**src/hw/rtl/cld_pkg.sv**
```systemverilog
// Package for the content-length deframer: widths, line-parser phase and
// line-kind types, key text and character class helpers.
// No dependencies.
`timescale 1ns / 1ps
`default_nettype none

package cld_pkg;

	localparam int LENGTH_BITS = 32;
	localparam int KEY_LEN     = 14;
	localparam int IDX_BITS    = $clog2(KEY_LEN + 1);
	localparam int QUEUE_DEPTH = 4;
	localparam int QPTR_BITS   = $clog2(QUEUE_DEPTH);
	localparam int QCNT_BITS   = $clog2(QUEUE_DEPTH + 1);

	localparam logic [7:0] CH_LF    = 8'h0A;
	localparam logic [7:0] CH_CR    = 8'h0D;
	localparam logic [7:0] CH_COLON = 8'h3A;
	localparam logic [7:0] CH_ZERO  = 8'h30;
	localparam logic [7:0] CH_NINE  = 8'h39;

	typedef enum logic [2:0] {
		PH_NAME_LEAD,
		PH_NAME_BODY,
		PH_NAME_TRAIL,
		PH_NAME_FAIL,
		PH_VAL_LEAD,
		PH_VAL_DIGITS,
		PH_VAL_DONE,
		PH_IGNORE
	} phase_t;

	typedef enum logic [1:0] {
		KIND_NONE,
		KIND_CR,
		KIND_TEXT
	} kind_t;

	typedef struct packed {
		logic [7:0] data;
		logic       last;
	} item_t;

	typedef struct packed {
		logic full;
		logic empty;
	} queue_status_t;

	function automatic logic is_blank(input logic [7:0] c);
		return (c == 8'h20) || (c == 8'h09) || (c == 8'h0B) || (c == 8'h0C) ||
			(c == 8'h0D);
	endfunction

	function automatic logic is_digit(input logic [7:0] c);
		return (c >= CH_ZERO) && (c <= CH_NINE);
	endfunction

	// "Content-Length", one character per match position
	function automatic logic [7:0] key_char(input logic [IDX_BITS-1:0] idx);
		logic [7:0] ch;
		case (idx)
			4'd0:    ch = 8'h43; // C
			4'd1:    ch = 8'h6F; // o
			4'd2:    ch = 8'h6E; // n
			4'd3:    ch = 8'h74; // t
			4'd4:    ch = 8'h65; // e
			4'd5:    ch = 8'h6E; // n
			4'd6:    ch = 8'h74; // t
			4'd7:    ch = 8'h2D; // -
			4'd8:    ch = 8'h4C; // L
			4'd9:    ch = 8'h65; // e
			4'd10:   ch = 8'h6E; // n
			4'd11:   ch = 8'h67; // g
			4'd12:   ch = 8'h74; // t
			4'd13:   ch = 8'h68; // h
			default: ch = 8'h00;
		endcase
		return ch;
	endfunction

endpackage

`default_nettype wire

```
**src/hw/rtl/cld_parser.sv**
```systemverilog
// Front end: parses header lines, tracks the pending length and tags
// payload bytes. Depends on cld_pkg.
`timescale 1ns / 1ps
`default_nettype none

module cld_parser
	import cld_pkg::*;
(
	input  wire logic       clk,
	input  wire logic       arst_n,
	input  wire logic       in_valid,
	input  wire logic [7:0] in_byte,
	output logic            wr,
	output item_t           wr_item
);

	logic                   in_payload_q, in_payload_d;
	phase_t                 phase_q, phase_d;
	kind_t                  kind_q, kind_d;
	logic [IDX_BITS-1:0]    idx_q, idx_d;
	logic [LENGTH_BITS-1:0] acc_q, acc_d;
	logic                   has_digit_q, has_digit_d;
	logic                   ovf_q, ovf_d;
	logic [LENGTH_BITS-1:0] committed_q, committed_d;
	logic [LENGTH_BITS-1:0] remaining_q, remaining_d;

	logic [LENGTH_BITS-1:0] rem_dec;
	logic [LENGTH_BITS+3:0] acc_ext;
	logic [LENGTH_BITS+3:0] acc_x10;
	logic                   digit_ovf;
	logic                   new_line;

	assign rem_dec = remaining_q - 1'b1;
	assign acc_ext = {4'b0, acc_q};
	// acc*10 + digit, overflow when anything lands above the length width
	assign acc_x10 = (acc_ext << 3) + (acc_ext << 1) +
		{{(LENGTH_BITS){1'b0}}, in_byte[3:0]};
	assign digit_ovf = acc_x10[LENGTH_BITS+3:LENGTH_BITS] != 4'b0;

	assign wr           = in_valid && in_payload_q;
	assign wr_item.data = in_byte;
	assign wr_item.last = rem_dec == '0;

	always_comb begin
		in_payload_d = in_payload_q;
		phase_d      = phase_q;
		kind_d       = kind_q;
		idx_d        = idx_q;
		acc_d        = acc_q;
		has_digit_d  = has_digit_q;
		ovf_d        = ovf_q;
		committed_d  = committed_q;
		remaining_d  = remaining_q;
		new_line     = 1'b0;

		if (in_valid) begin
			if (in_payload_q) begin
				remaining_d = rem_dec;
				if (rem_dec == '0) begin
					in_payload_d = 1'b0;
					committed_d  = '0;
					new_line     = 1'b1;
				end
			end else if (in_byte == CH_LF) begin
				if (kind_q != KIND_TEXT) begin
					// an empty line, or a lone CR, closes the header block
					if (committed_q != '0) begin
						in_payload_d = 1'b1;
						remaining_d  = committed_q;
					end
				end else if (phase_q == PH_VAL_LEAD || phase_q == PH_VAL_DIGITS ||
						phase_q == PH_VAL_DONE) begin
					committed_d = (has_digit_q && !ovf_q) ? acc_q : '0;
				end
				new_line = 1'b1;
			end else begin
				kind_d = (kind_q == KIND_NONE && in_byte == CH_CR) ? KIND_CR : KIND_TEXT;
				case (phase_q)
					PH_NAME_LEAD, PH_NAME_BODY, PH_NAME_TRAIL, PH_NAME_FAIL: begin
						if (in_byte == CH_COLON) begin
							phase_d = (phase_q != PH_NAME_FAIL &&
								idx_q == IDX_BITS'(KEY_LEN)) ? PH_VAL_LEAD : PH_IGNORE;
						end else if (phase_q == PH_NAME_FAIL) begin
							phase_d = PH_NAME_FAIL;
						end else if (is_blank(in_byte)) begin
							if (phase_q == PH_NAME_BODY)
								phase_d = PH_NAME_TRAIL;
						end else if (phase_q == PH_NAME_TRAIL) begin
							phase_d = PH_NAME_FAIL;
						end else if (idx_q < IDX_BITS'(KEY_LEN) &&
								in_byte == key_char(idx_q)) begin
							idx_d   = idx_q + 1'b1;
							phase_d = PH_NAME_BODY;
						end else begin
							phase_d = PH_NAME_FAIL;
						end
					end
					PH_VAL_LEAD, PH_VAL_DIGITS: begin
						if (is_digit(in_byte)) begin
							has_digit_d = 1'b1;
							phase_d     = PH_VAL_DIGITS;
							if (!ovf_q) begin
								if (digit_ovf)
									ovf_d = 1'b1;
								else
									acc_d = acc_x10[LENGTH_BITS-1:0];
							end
						end else if (phase_q == PH_VAL_DIGITS || !is_blank(in_byte)) begin
							phase_d = PH_VAL_DONE;
						end
					end
					default: begin
					end
				endcase
			end

			if (new_line) begin
				phase_d     = PH_NAME_LEAD;
				kind_d      = KIND_NONE;
				idx_d       = '0;
				acc_d       = '0;
				has_digit_d = 1'b0;
				ovf_d       = 1'b0;
			end
		end
	end

	always_ff @(posedge clk or negedge arst_n) begin
		if (!arst_n) begin
			in_payload_q <= 1'b0;
			phase_q      <= PH_NAME_LEAD;
			kind_q       <= KIND_NONE;
			idx_q        <= '0;
			acc_q        <= '0;
			has_digit_q  <= 1'b0;
			ovf_q        <= 1'b0;
			committed_q  <= '0;
			remaining_q  <= '0;
		end else begin
			in_payload_q <= in_payload_d;
			phase_q      <= phase_d;
			kind_q       <= kind_d;
			idx_q        <= idx_d;
			acc_q        <= acc_d;
			has_digit_q  <= has_digit_d;
			ovf_q        <= ovf_d;
			committed_q  <= committed_d;
			remaining_q  <= remaining_d;
		end
	end

endmodule

`default_nettype wire

```
**src/hw/rtl/cld_queue.sv**
```systemverilog
// Back end: short item queue between the parser and the result ports.
// Depends on cld_pkg.
`timescale 1ns / 1ps
`default_nettype none

module cld_queue
	import cld_pkg::*;
(
	input  wire logic  clk,
	input  wire logic  arst_n,
	input  wire logic  wr,
	input  wire item_t wr_item,
	input  wire logic  rd,
	output item_t      rd_item,
	output queue_status_t status
);

	item_t                entries [QUEUE_DEPTH];
	logic [QPTR_BITS-1:0] wr_ptr_q;
	logic [QPTR_BITS-1:0] rd_ptr_q;
	logic [QCNT_BITS-1:0] count_q;
	logic                 do_wr;
	logic                 do_rd;

	assign status.full  = count_q == QCNT_BITS'(QUEUE_DEPTH);
	assign status.empty = count_q == '0;
	assign do_wr        = wr && !status.full;
	assign do_rd        = rd && !status.empty;
	assign rd_item      = entries[rd_ptr_q];

	always_ff @(posedge clk) begin
		if (do_wr)
			entries[wr_ptr_q] <= wr_item;
	end

	always_ff @(posedge clk or negedge arst_n) begin
		if (!arst_n) begin
			wr_ptr_q <= '0;
			rd_ptr_q <= '0;
			count_q  <= '0;
		end else begin
			if (do_wr)
				wr_ptr_q <= wr_ptr_q + 1'b1;
			if (do_rd)
				rd_ptr_q <= rd_ptr_q + 1'b1;
			if (do_wr && !do_rd)
				count_q <= count_q + 1'b1;
			else if (do_rd && !do_wr)
				count_q <= count_q - 1'b1;
		end
	end

endmodule

`default_nettype wire

```
**src/hw/rtl/content_length_deframer.sv**
```systemverilog
// Content-length deframer top level: header parser feeding a four-item queue.
// Throughput one byte per cycle while not full; a payload byte is written to the
// queue, whose head drives the result ports; header bytes give no item.
// full rises only when the queue holds four unread items.
// arst_n clears to header mode, start of line, zero pending length, queue empty.
// Depends on cld_pkg, cld_parser, cld_queue.
`timescale 1ns / 1ps
`default_nettype none

module content_length_deframer
	import cld_pkg::*;
(
	input  wire logic       clk,
	input  wire logic       arst_n,
	input  wire logic       push,
	output logic            full,
	input  wire logic [7:0] in_byte,
	input  wire logic       pop,
	output logic            empty,
	output logic [7:0]      payload_byte,
	output logic            payload_last
);

	logic          in_accept;
	logic          q_wr;
	item_t         q_wr_item;
	item_t         q_rd_item;
	queue_status_t q_status;

	assign full      = q_status.full;
	assign empty     = q_status.empty;
	assign in_accept = push && !q_status.full;

	cld_parser u_parser (
		.clk      (clk),
		.arst_n   (arst_n),
		.in_valid (in_accept),
		.in_byte  (in_byte),
		.wr       (q_wr),
		.wr_item  (q_wr_item)
	);

	cld_queue u_queue (
		.clk     (clk),
		.arst_n  (arst_n),
		.wr      (q_wr),
		.wr_item (q_wr_item),
		.rd      (pop),
		.rd_item (q_rd_item),
		.status  (q_status)
	);

	assign payload_byte = q_rd_item.data;
	assign payload_last = q_rd_item.last;

	// a payload item is only produced for an accepted byte
	a_wr_needs_accept: assert property (@(posedge clk) disable iff (!arst_n)
		q_wr |-> in_accept)
		else $error("queue write without accepted byte");

	a_not_full_and_empty: assert property (@(posedge clk) disable iff (!arst_n)
		!(q_status.full && q_status.empty))
		else $error("queue full and empty together");

	a_write_shows: assert property (@(posedge clk) disable iff (!arst_n)
		(q_wr && !(pop && !q_status.empty)) |=> !q_status.empty)
		else $error("written item not visible");

	a_read_frees: assert property (@(posedge clk) disable iff (!arst_n)
		(pop && !q_status.empty && !q_wr) |=> !q_status.full)
		else $error("queue still full after read");

endmodule

`default_nettype wire

```
**config.mk**
```make
export PLATFORM = sky130hd
export DESIGN_NAME = content_length_deframer
export DESIGN_NICKNAME = d
export VERILOG_FILES = /design/src/hw/rtl/cld_pkg.sv /design/src/hw/rtl/cld_parser.sv /design/src/hw/rtl/cld_queue.sv /design/src/hw/rtl/content_length_deframer.sv
export SDC_FILE = /design/constraint.sdc
export NUM_CORES = 1
export LEC_CHECK = 0
export ABC_AREA = 0
export ABC_CLOCK_PERIOD_IN_PS = 4800
export BUFFER_PORTS_ARGS = -buffer_cell sky130_fd_sc_hd__buf_2
export CAP_MARGIN = 10
export CORE_MARGIN = 2
export CORE_UTILIZATION = 55
export DETAILED_ROUTE_END_ITERATION = 10
export PLACE_DENSITY = 0.71
export SETUP_SLACK_MARGIN = 0.02
export SLEW_MARGIN = 20
export SYNTH_ARGS = -nofsm -noshare
export SYNTH_HDL_FRONTEND = slang
export SYNTH_SLANG_ARGS = --single-unit
```
**constraint.sdc**
```tcl
create_clock -name clk -period 4.8 [get_ports clk]
set_clock_uncertainty 0.15 [all_clocks]
set_input_delay 0.48 -clock clk [delete_from_list [all_inputs] [get_ports clk]]
set_output_delay 0.48 -clock clk [all_outputs]
set_load 0.005 [all_outputs]
```
# Yosys cells after proc, flatten, opt, wreduce, memory -nomap -nowiden
# Memory sizes are Yosys's and may differ from the RTL's.
# Index checks and enable logic that the tools add are counted.
dict set report classes {
  addsub 8
  order_cmp 3
  eq_ne 30
  n_mux 76
  n_reduce_logical 49
}
# operator n
set op_table {}
lappend op_table {{$mux 32} 17}
lappend op_table {{$mux 8} 8}
lappend op_table {{$eq 8x4->1 const B} 5}
lappend op_table {{$add 35x33->36} 1}
lappend op_table {{$add 36x4->36} 1}
lappend op_table {{$mux 3} 12}
lappend op_table {{$mux 4} 9}
lappend op_table {{$logic_not 32->1} 1}
lappend op_table {{$reduce_bool 32->1} 1}
lappend op_table {{$sub 32x1->32 const B} 1}
lappend op_table {{$mux 1} 23}
lappend op_table {{$ne 2x2->1 const B} 9}
lappend op_table {{$reduce_bool 2->1} 9}
lappend op_table {{$eq 8x6->1 const B} 2}
lappend op_table {{$eq 3x3->1 const B} 4}
lappend op_table {{$mux 2} 6}
lappend op_table {{$logic_and 1x1->1} 11}
lappend op_table {{$reduce_and 5->1} 2}
lappend op_table {{$reduce_and 9->1} 1}
lappend op_table {{$eq 8x8->1} 1}
lappend op_table {{$ge 8x6->1 const B} 1}
lappend op_table {{$le 8x6->1 const B} 1}
lappend op_table {{$logic_or 1x1->1} 7}
lappend op_table {{$reduce_and 7->1} 1}
lappend op_table {{23 further kinds} 32}
dict set report word_totals {
  reg_bits 115
  ram_bits 36
  romBits 112
  input_bits 12
  out_inout_bits 11
  mem_count 2
}
# memory depth width read_ports rd_ports_with_merged_regs wr line_no
set mem_list {}
lappend mem_list {{(no name shown)} 16 7 1 0 0 cld_pkg.sv:61} ;# case (idx)
lappend mem_list {u_queue.entries 4 9 1 0 1 cld_queue.sv:18} ;# item_t entries [QUEUE_DEPTH];

# Logic depth before layout (Yosys ltp)
dict set report logic_depth {
  word_depth 23
  depth_mapped 15
  mapped_depth_nobuf 13
}

# Modules after synthesis
# From an unflattened synthesis, not the netlist that was laid out.
dict set report hier_totals {
  hier_cells 1034
  area_unflattened_um2 9975.8
}
# module instances cells_per_inst area_each_um2 seq_area_each_um2
set modules_own_cells {}
lappend modules_own_cells {cld_parser 1 951 8226.6 2702.6}
lappend modules_own_cells {cld_queue 1 82 1735.4 1256.2}
lappend modules_own_cells {content_length_deframer 1 1 13.8 0.0}

# Worst setup path after synthesis
# OpenSTA, ideal clock, no wires.
dict set report synth_path {
  kind {input-to-reg}
  start {in in_byte[3]}
  end {reg u_parser.acc_q[31]}
  setup_ns 0.121
  arrival_ns 4.046
  t_required_ns 4.529
  slack_ns 0.483
  stages 14
  path_cell_list {inv_1 > fa_1 > inv_1 > fa_1 > a21o_1 > a221oi_1 > o311a_1 > nor4_1 > or3_1 > a211o_1 > a2111oi_2 > o21ai_2 > buf_2 > a22o_1}
}
dict set report synth_via {
  elab_chain_cells 8
  elab_cells_between_ends 23
  classes_between {add/sub (1); order compare (2); eq/ne (5); mux (10); reduce/logical (5)}
}
# item line_no
set synth_rtl {}
lappend synth_rtl {{from (decl)} content_length_deframer.sv:17} ;# input wire logic [7:0] in_byte,
lappend synth_rtl {{$add 36x4->36} cld_parser.sv:36} ;# assign acc_x10 = (acc_ext << 3) + (acc_ext << 1) +
lappend synth_rtl {{$mux 32} cld_parser.sv:103} ;# if (digit_ovf)
lappend synth_rtl {{$mux 32} cld_parser.sv:102} ;# if (!ovf_q) begin
lappend synth_rtl {{$mux 32} cld_parser.sv:99} ;# if (is_digit(in_byte)) begin
lappend synth_rtl {{$mux 32} cld_parser.sv:78} ;# case (phase_q)
lappend synth_rtl {{$mux 32} cld_parser.sv:64} ;# end else if (in_byte == CH_LF) begin
lappend synth_rtl {{$mux 32} cld_parser.sv:57} ;# if (in_payload_q) begin
lappend synth_rtl {{$mux 32} cld_parser.sv:117} ;# if (new_line) begin
lappend synth_rtl {{to (signal assigned)} cld_parser.sv:134} ;# acc_q <= '0;
lappend synth_rtl {{to (signal assigned)} cld_parser.sv:144} ;# acc_q <= acc_d;
lappend synth_rtl {{to (decl)} cld_parser.sv:21} ;# logic [LENGTH_BITS-1:0] acc_q, acc_d;
# Several ways; a longest one is shown, not always the timed one. The select of a mux whose other input is x is not followed.
# A chain may end at the register's enable or synchronous reset.

# Worst setup path in the final report
dict set report layout_path {
  start {reg u_parser.acc_q[2]}
  end {reg u_parser.acc_q[22]}
}
dict set report layout_via {
  elab_chain_cells 9
  elab_cells_between_ends 12
  classes_between {add/sub (2); eq/ne (1); mux (7); reduce/logical (2)}
}
# item line_no
set layout_rtl {}
lappend layout_rtl {{$add 35x33->36 *} cld_parser.sv:36}
lappend layout_rtl {{$add 36x4->36 *} cld_parser.sv:36}
lappend layout_rtl {{$mux 32} cld_parser.sv:103}
lappend layout_rtl {{$mux 32} cld_parser.sv:102}
lappend layout_rtl {{$mux 32} cld_parser.sv:99}
lappend layout_rtl {{$mux 32} cld_parser.sv:78}
lappend layout_rtl {{$mux 32} cld_parser.sv:64}
lappend layout_rtl {{$mux 32} cld_parser.sv:57}
lappend layout_rtl {{$mux 32} cld_parser.sv:117}
# Every way passes the cells marked *; elsewhere a longest branch is shown, timed or not. The select of a mux whose other input is x is not followed.

==> reports/summary.txt <==
GPL Wtd Cong: 0.877
CTS tree: built
P_sw: 981 uW
Reg2reg setup slack: 0.37 ns
Layout Cells excl Fill: 1274
Core area: 17800 um^2
Leakage: 0.00480 uW
H-tree Lvls: 4
Detailed Place HPWL: 17.1 mm
Pint: 2480 uW
Row count: 49
Primary FF master, synth: dfrtp_1
Failing checks: negative hold slack
Ant diodes: 0
Die H: 138 um
Post-synth ARST share: 0.762
Fin worst setup slack: 0.374 ns
Most frequent cells in the layout: dfrtp_1, nand2_1, a21oi_1, ha_1
Reg-to-reg endpoint: u_parser.acc_q[22]$_DFFE_PN0P_
CTS buffer count: 17
Die width: 138 um
Num ports: 23
Worst-path fanout max: 33
Clk pwr share: 0.390
Data required, critical path: 4.95 ns
Max-slew headroom: 0.437
Vias in the first global route: 7495
CP cell instances: inv_1 -> fa_1 -> inv_1 -> fa_1 -> a21o_1 -> a221oi_1 -> buf_4 -> o311a_1 -> nor4_1 -> or3_1 -> a211o_1 -> a2111oi_2 -> o21ai_2 -> buf_4 -> a22o_1
Clock Latency Late Sink: 0.42 ns
WL final: 23.1 mm
Part of the power in registers: 0.440
Multi-input logic area: 5500 um^2
#FFs+latches synth: 151
Yosys cell types: 81
Pwr/cell area: 320 nW/um^2
Hold Vio Cnt, Final: 19
Crit share post-route: 0.922
Seq/Total Area, Yosys: 0.400
Layout Nets: 1122
Share of cells above drive strength 1: 0.101
Max incr delay on CP: 0.53 ns
Place WS: 0.141 ns
Final setup viols: 0
First-pass GRT wire length: 38.5 mm
Fmax: 226 MHz
Mapped Nets: 1116
Commonest non-fill, non-tap cell in the layout: dfrtp_1
CP Launch Type: register
Clock slew at reported path FFs: 0.06 ns
Synth Cell Area: 9900 um^2
Antenna Nets Post-Route: 0
Combinational group share of total power: 0.169
Slew Viols, Final: 0
Hold Buf Count CTS: 0
FF+latch area: 3960 um^2
Initial antenna violation count: 0
Placed Cells: 1242
Remaining DRCs: 0
Critical Path AT: 4.58 ns
Worst reg2reg path startpoint: u_parser.acc_q[2]$_DFFE_PN0P_
Postcts setup bufs: 0
IO Port Bufs: 22
Min Tclk post-route: 4.43 ns
Die ar.: 19100 um^2
Area Growth Syn to Fin: 9.30%
Worst hold path type: in -> async
Endpoint class of the critical path: register
Initial Util: 0.555
Routed via count: 7943
Clock Path Buffers: 2
Final setup TNS: 0 ns
Clock sinks: 151
Kind of critical path: reg -> reg
TritonRoute pass-1 iters: 5
Critical path's slowest cell: a2111oi_2
Maximum VDD drop: 0.280 mV
Synthesized area per cell: 9.65 um^2
Global Route Usage Sum: 0.247
Synth Warn #: 0
Grt total ovfl: 0
# fillers: 1490
Gate Count Post-Synth: 1026
Root buffer cell: clkbuf_16
Worst hold slack: -0.0297 ns
Vias per inst: 6.23
Switching share of power: 0.284
Max-cap violation count: 0
RSZ-0062 raised after global routing: false
Worst R2R Path Depth: 15
Status: complete, but fails checks
Least-Margin Pin Slew: 0.843 ns
WL/cell: 18.1 um
EDFF count, synth: 36
DR iter-0 viols: 847
Largest net degree at the start of global routing: 59
## stage by stage
step	power (uW)	util	area (um^2)
after floorplan	1950	-	9900
after global placement	2110	0.572	10200
after detailed placement	2130	0.572	10200
after CTS	3470	0.606	10800
after global routing	3620	0.607	10800
final	3460	0.607	10800
## Yosys cell counts (all sizes together), types with 4 or more instances
cell | count | area (um^2)
ha | 75 | 938
a21oi | 77 | 393
o21ai | 64 | 324
or2 | 6 | 37.5
or3 | 8 | 50.1
nor3b | 8 | 60.1
xnor2 | 23 | 201
nand2 | 94 | 353
clkbuf | 29 | 109
inv | 63 | 236
nor4b | 4 | 41.3
nand2b | 11 | 68.8
o211ai | 7 | 52.6
a211o | 4 | 35.0
a22o | 32 | 280
nor2b | 7 | 43.8
and2 | 4 | 25.0
nand3 | 35 | 175
a211oi | 7 | 52.6
nor2 | 46 | 173
and3 | 8 | 50.1
xor2 | 20 | 175
mux2i | 38 | 380
dfrtp | 115 | 2880
a21o | 12 | 90.1
nor3 | 21 | 105
mux4 | 9 | 203
nor4 | 25 | 205
buf | 21 | 116
o22ai | 26 | 163
edfxtp | 36 | 1080
o31ai | 4 | 30.0
nand4 | 20 | 131
## worst max-delay path by stage
stage | end | startpoint | slack, ns
floorplan | u_parser.acc_q[31]$_DFFE_PN0P_ | in_byte[3] | 0.48
global placement | u_parser.acc_q[2]$_DFFE_PN0P_ | in_byte[3] | 0.20
detailed placement | u_parser.acc_q[22]$_DFFE_PN0P_ | in_byte[3] | 0.14
CTS | u_parser.acc_q[22]$_DFFE_PN0P_ | u_parser.acc_q[0]$_DFFE_PN0P_ | 0.37
global route | u_parser.acc_q[22]$_DFFE_PN0P_ | u_parser.acc_q[0]$_DFFE_PN0P_ | 0.12
finish | u_parser.acc_q[22]$_DFFE_PN0P_ | u_parser.acc_q[2]$_DFFE_PN0P_ | 0.37
## critical path: cells and delay by family (launching register included)
| family | cells | cell delay, ns |
|---|---|---|
| buffers and inverters | 4 | 0.57 |
| AND/OR/NAND/NOR | 2 | 0.39 |
| flip-flops | 1 | 0.42 |
| AO/OA/AOI/OAI | 7 | 1.83 |
| adder cells (fa/ha/maj) | 2 | 0.94 |
## cell families after synthesis
kind of cell	Yosys count	share of synthesized area
AND/OR/NAND/NOR	308	0.163
AO/OA/AOI/OAI	284	0.190
flip-flops	151	0.400
buffers and inverters	113	0.0466
adder cells (fa/ha/maj)	78	0.101
multiplexers	49	0.0612
XOR/XNOR	43	0.0380
## flip-flops by register name (all words and copies together), names as in the netlist, 2 cells and up
| register | cells |
|---|---|
| u_queue.entries | 36 |
| u_parser.acc_q | 32 |
| u_parser.committed_q | 32 |
| u_parser.remaining_q | 32 |
| u_parser.idx_q | 4 |
| u_parser.phase_q | 3 |
| u_queue.count_q | 3 |
| u_parser.kind_q | 2 |
| u_queue.rd_ptr_q | 2 |
| u_queue.wr_ptr_q | 2 |
## layout make-up
cell class,count,share of cell area
Clock buffer,18,0.0397
Clock inverter,14,0.0161
Inverter,63,0.0218
Multi-Input combinational cell,762,0.508
Sequential cell,151,0.366
Tap cell,229,0.0265
Timing Repair Buffer,37,0.0220
## per-layer routing
metal | track usage | part of all wire | wire length (um)
met1 | 0.377 | 0.49 | 11400
met2 | 0.372 | 0.44 | 10300
met3 | 0.0367 | 0.050 | 1150
met4 | 0.0596 | 0.013 | 301
met5 | 0 | 0 | 0
## timing repair
| action | 4_1_cts | 5_1_grt |
|---|---|---|
| resized for setup | 0 | 1 |
| endpoints found under the setup margin | 0 | 24 |
| hold endpoints to repair | 0 | 0 |
## power by group through the flow
stage / Sequential (uW) / Clock, uW / Combinational, uW
after floorplan: 1460 / 0 / 481
after global placement: 1540 / 0 / 570
after detailed placement: 1550 / 0 / 584
after CTS: 1520 / 1370 / 586
after global routing: 1540 / 1430 / 655
final: 1520 / 1350 / 586
Note: power is estimated with default switching activity, not from simulation.
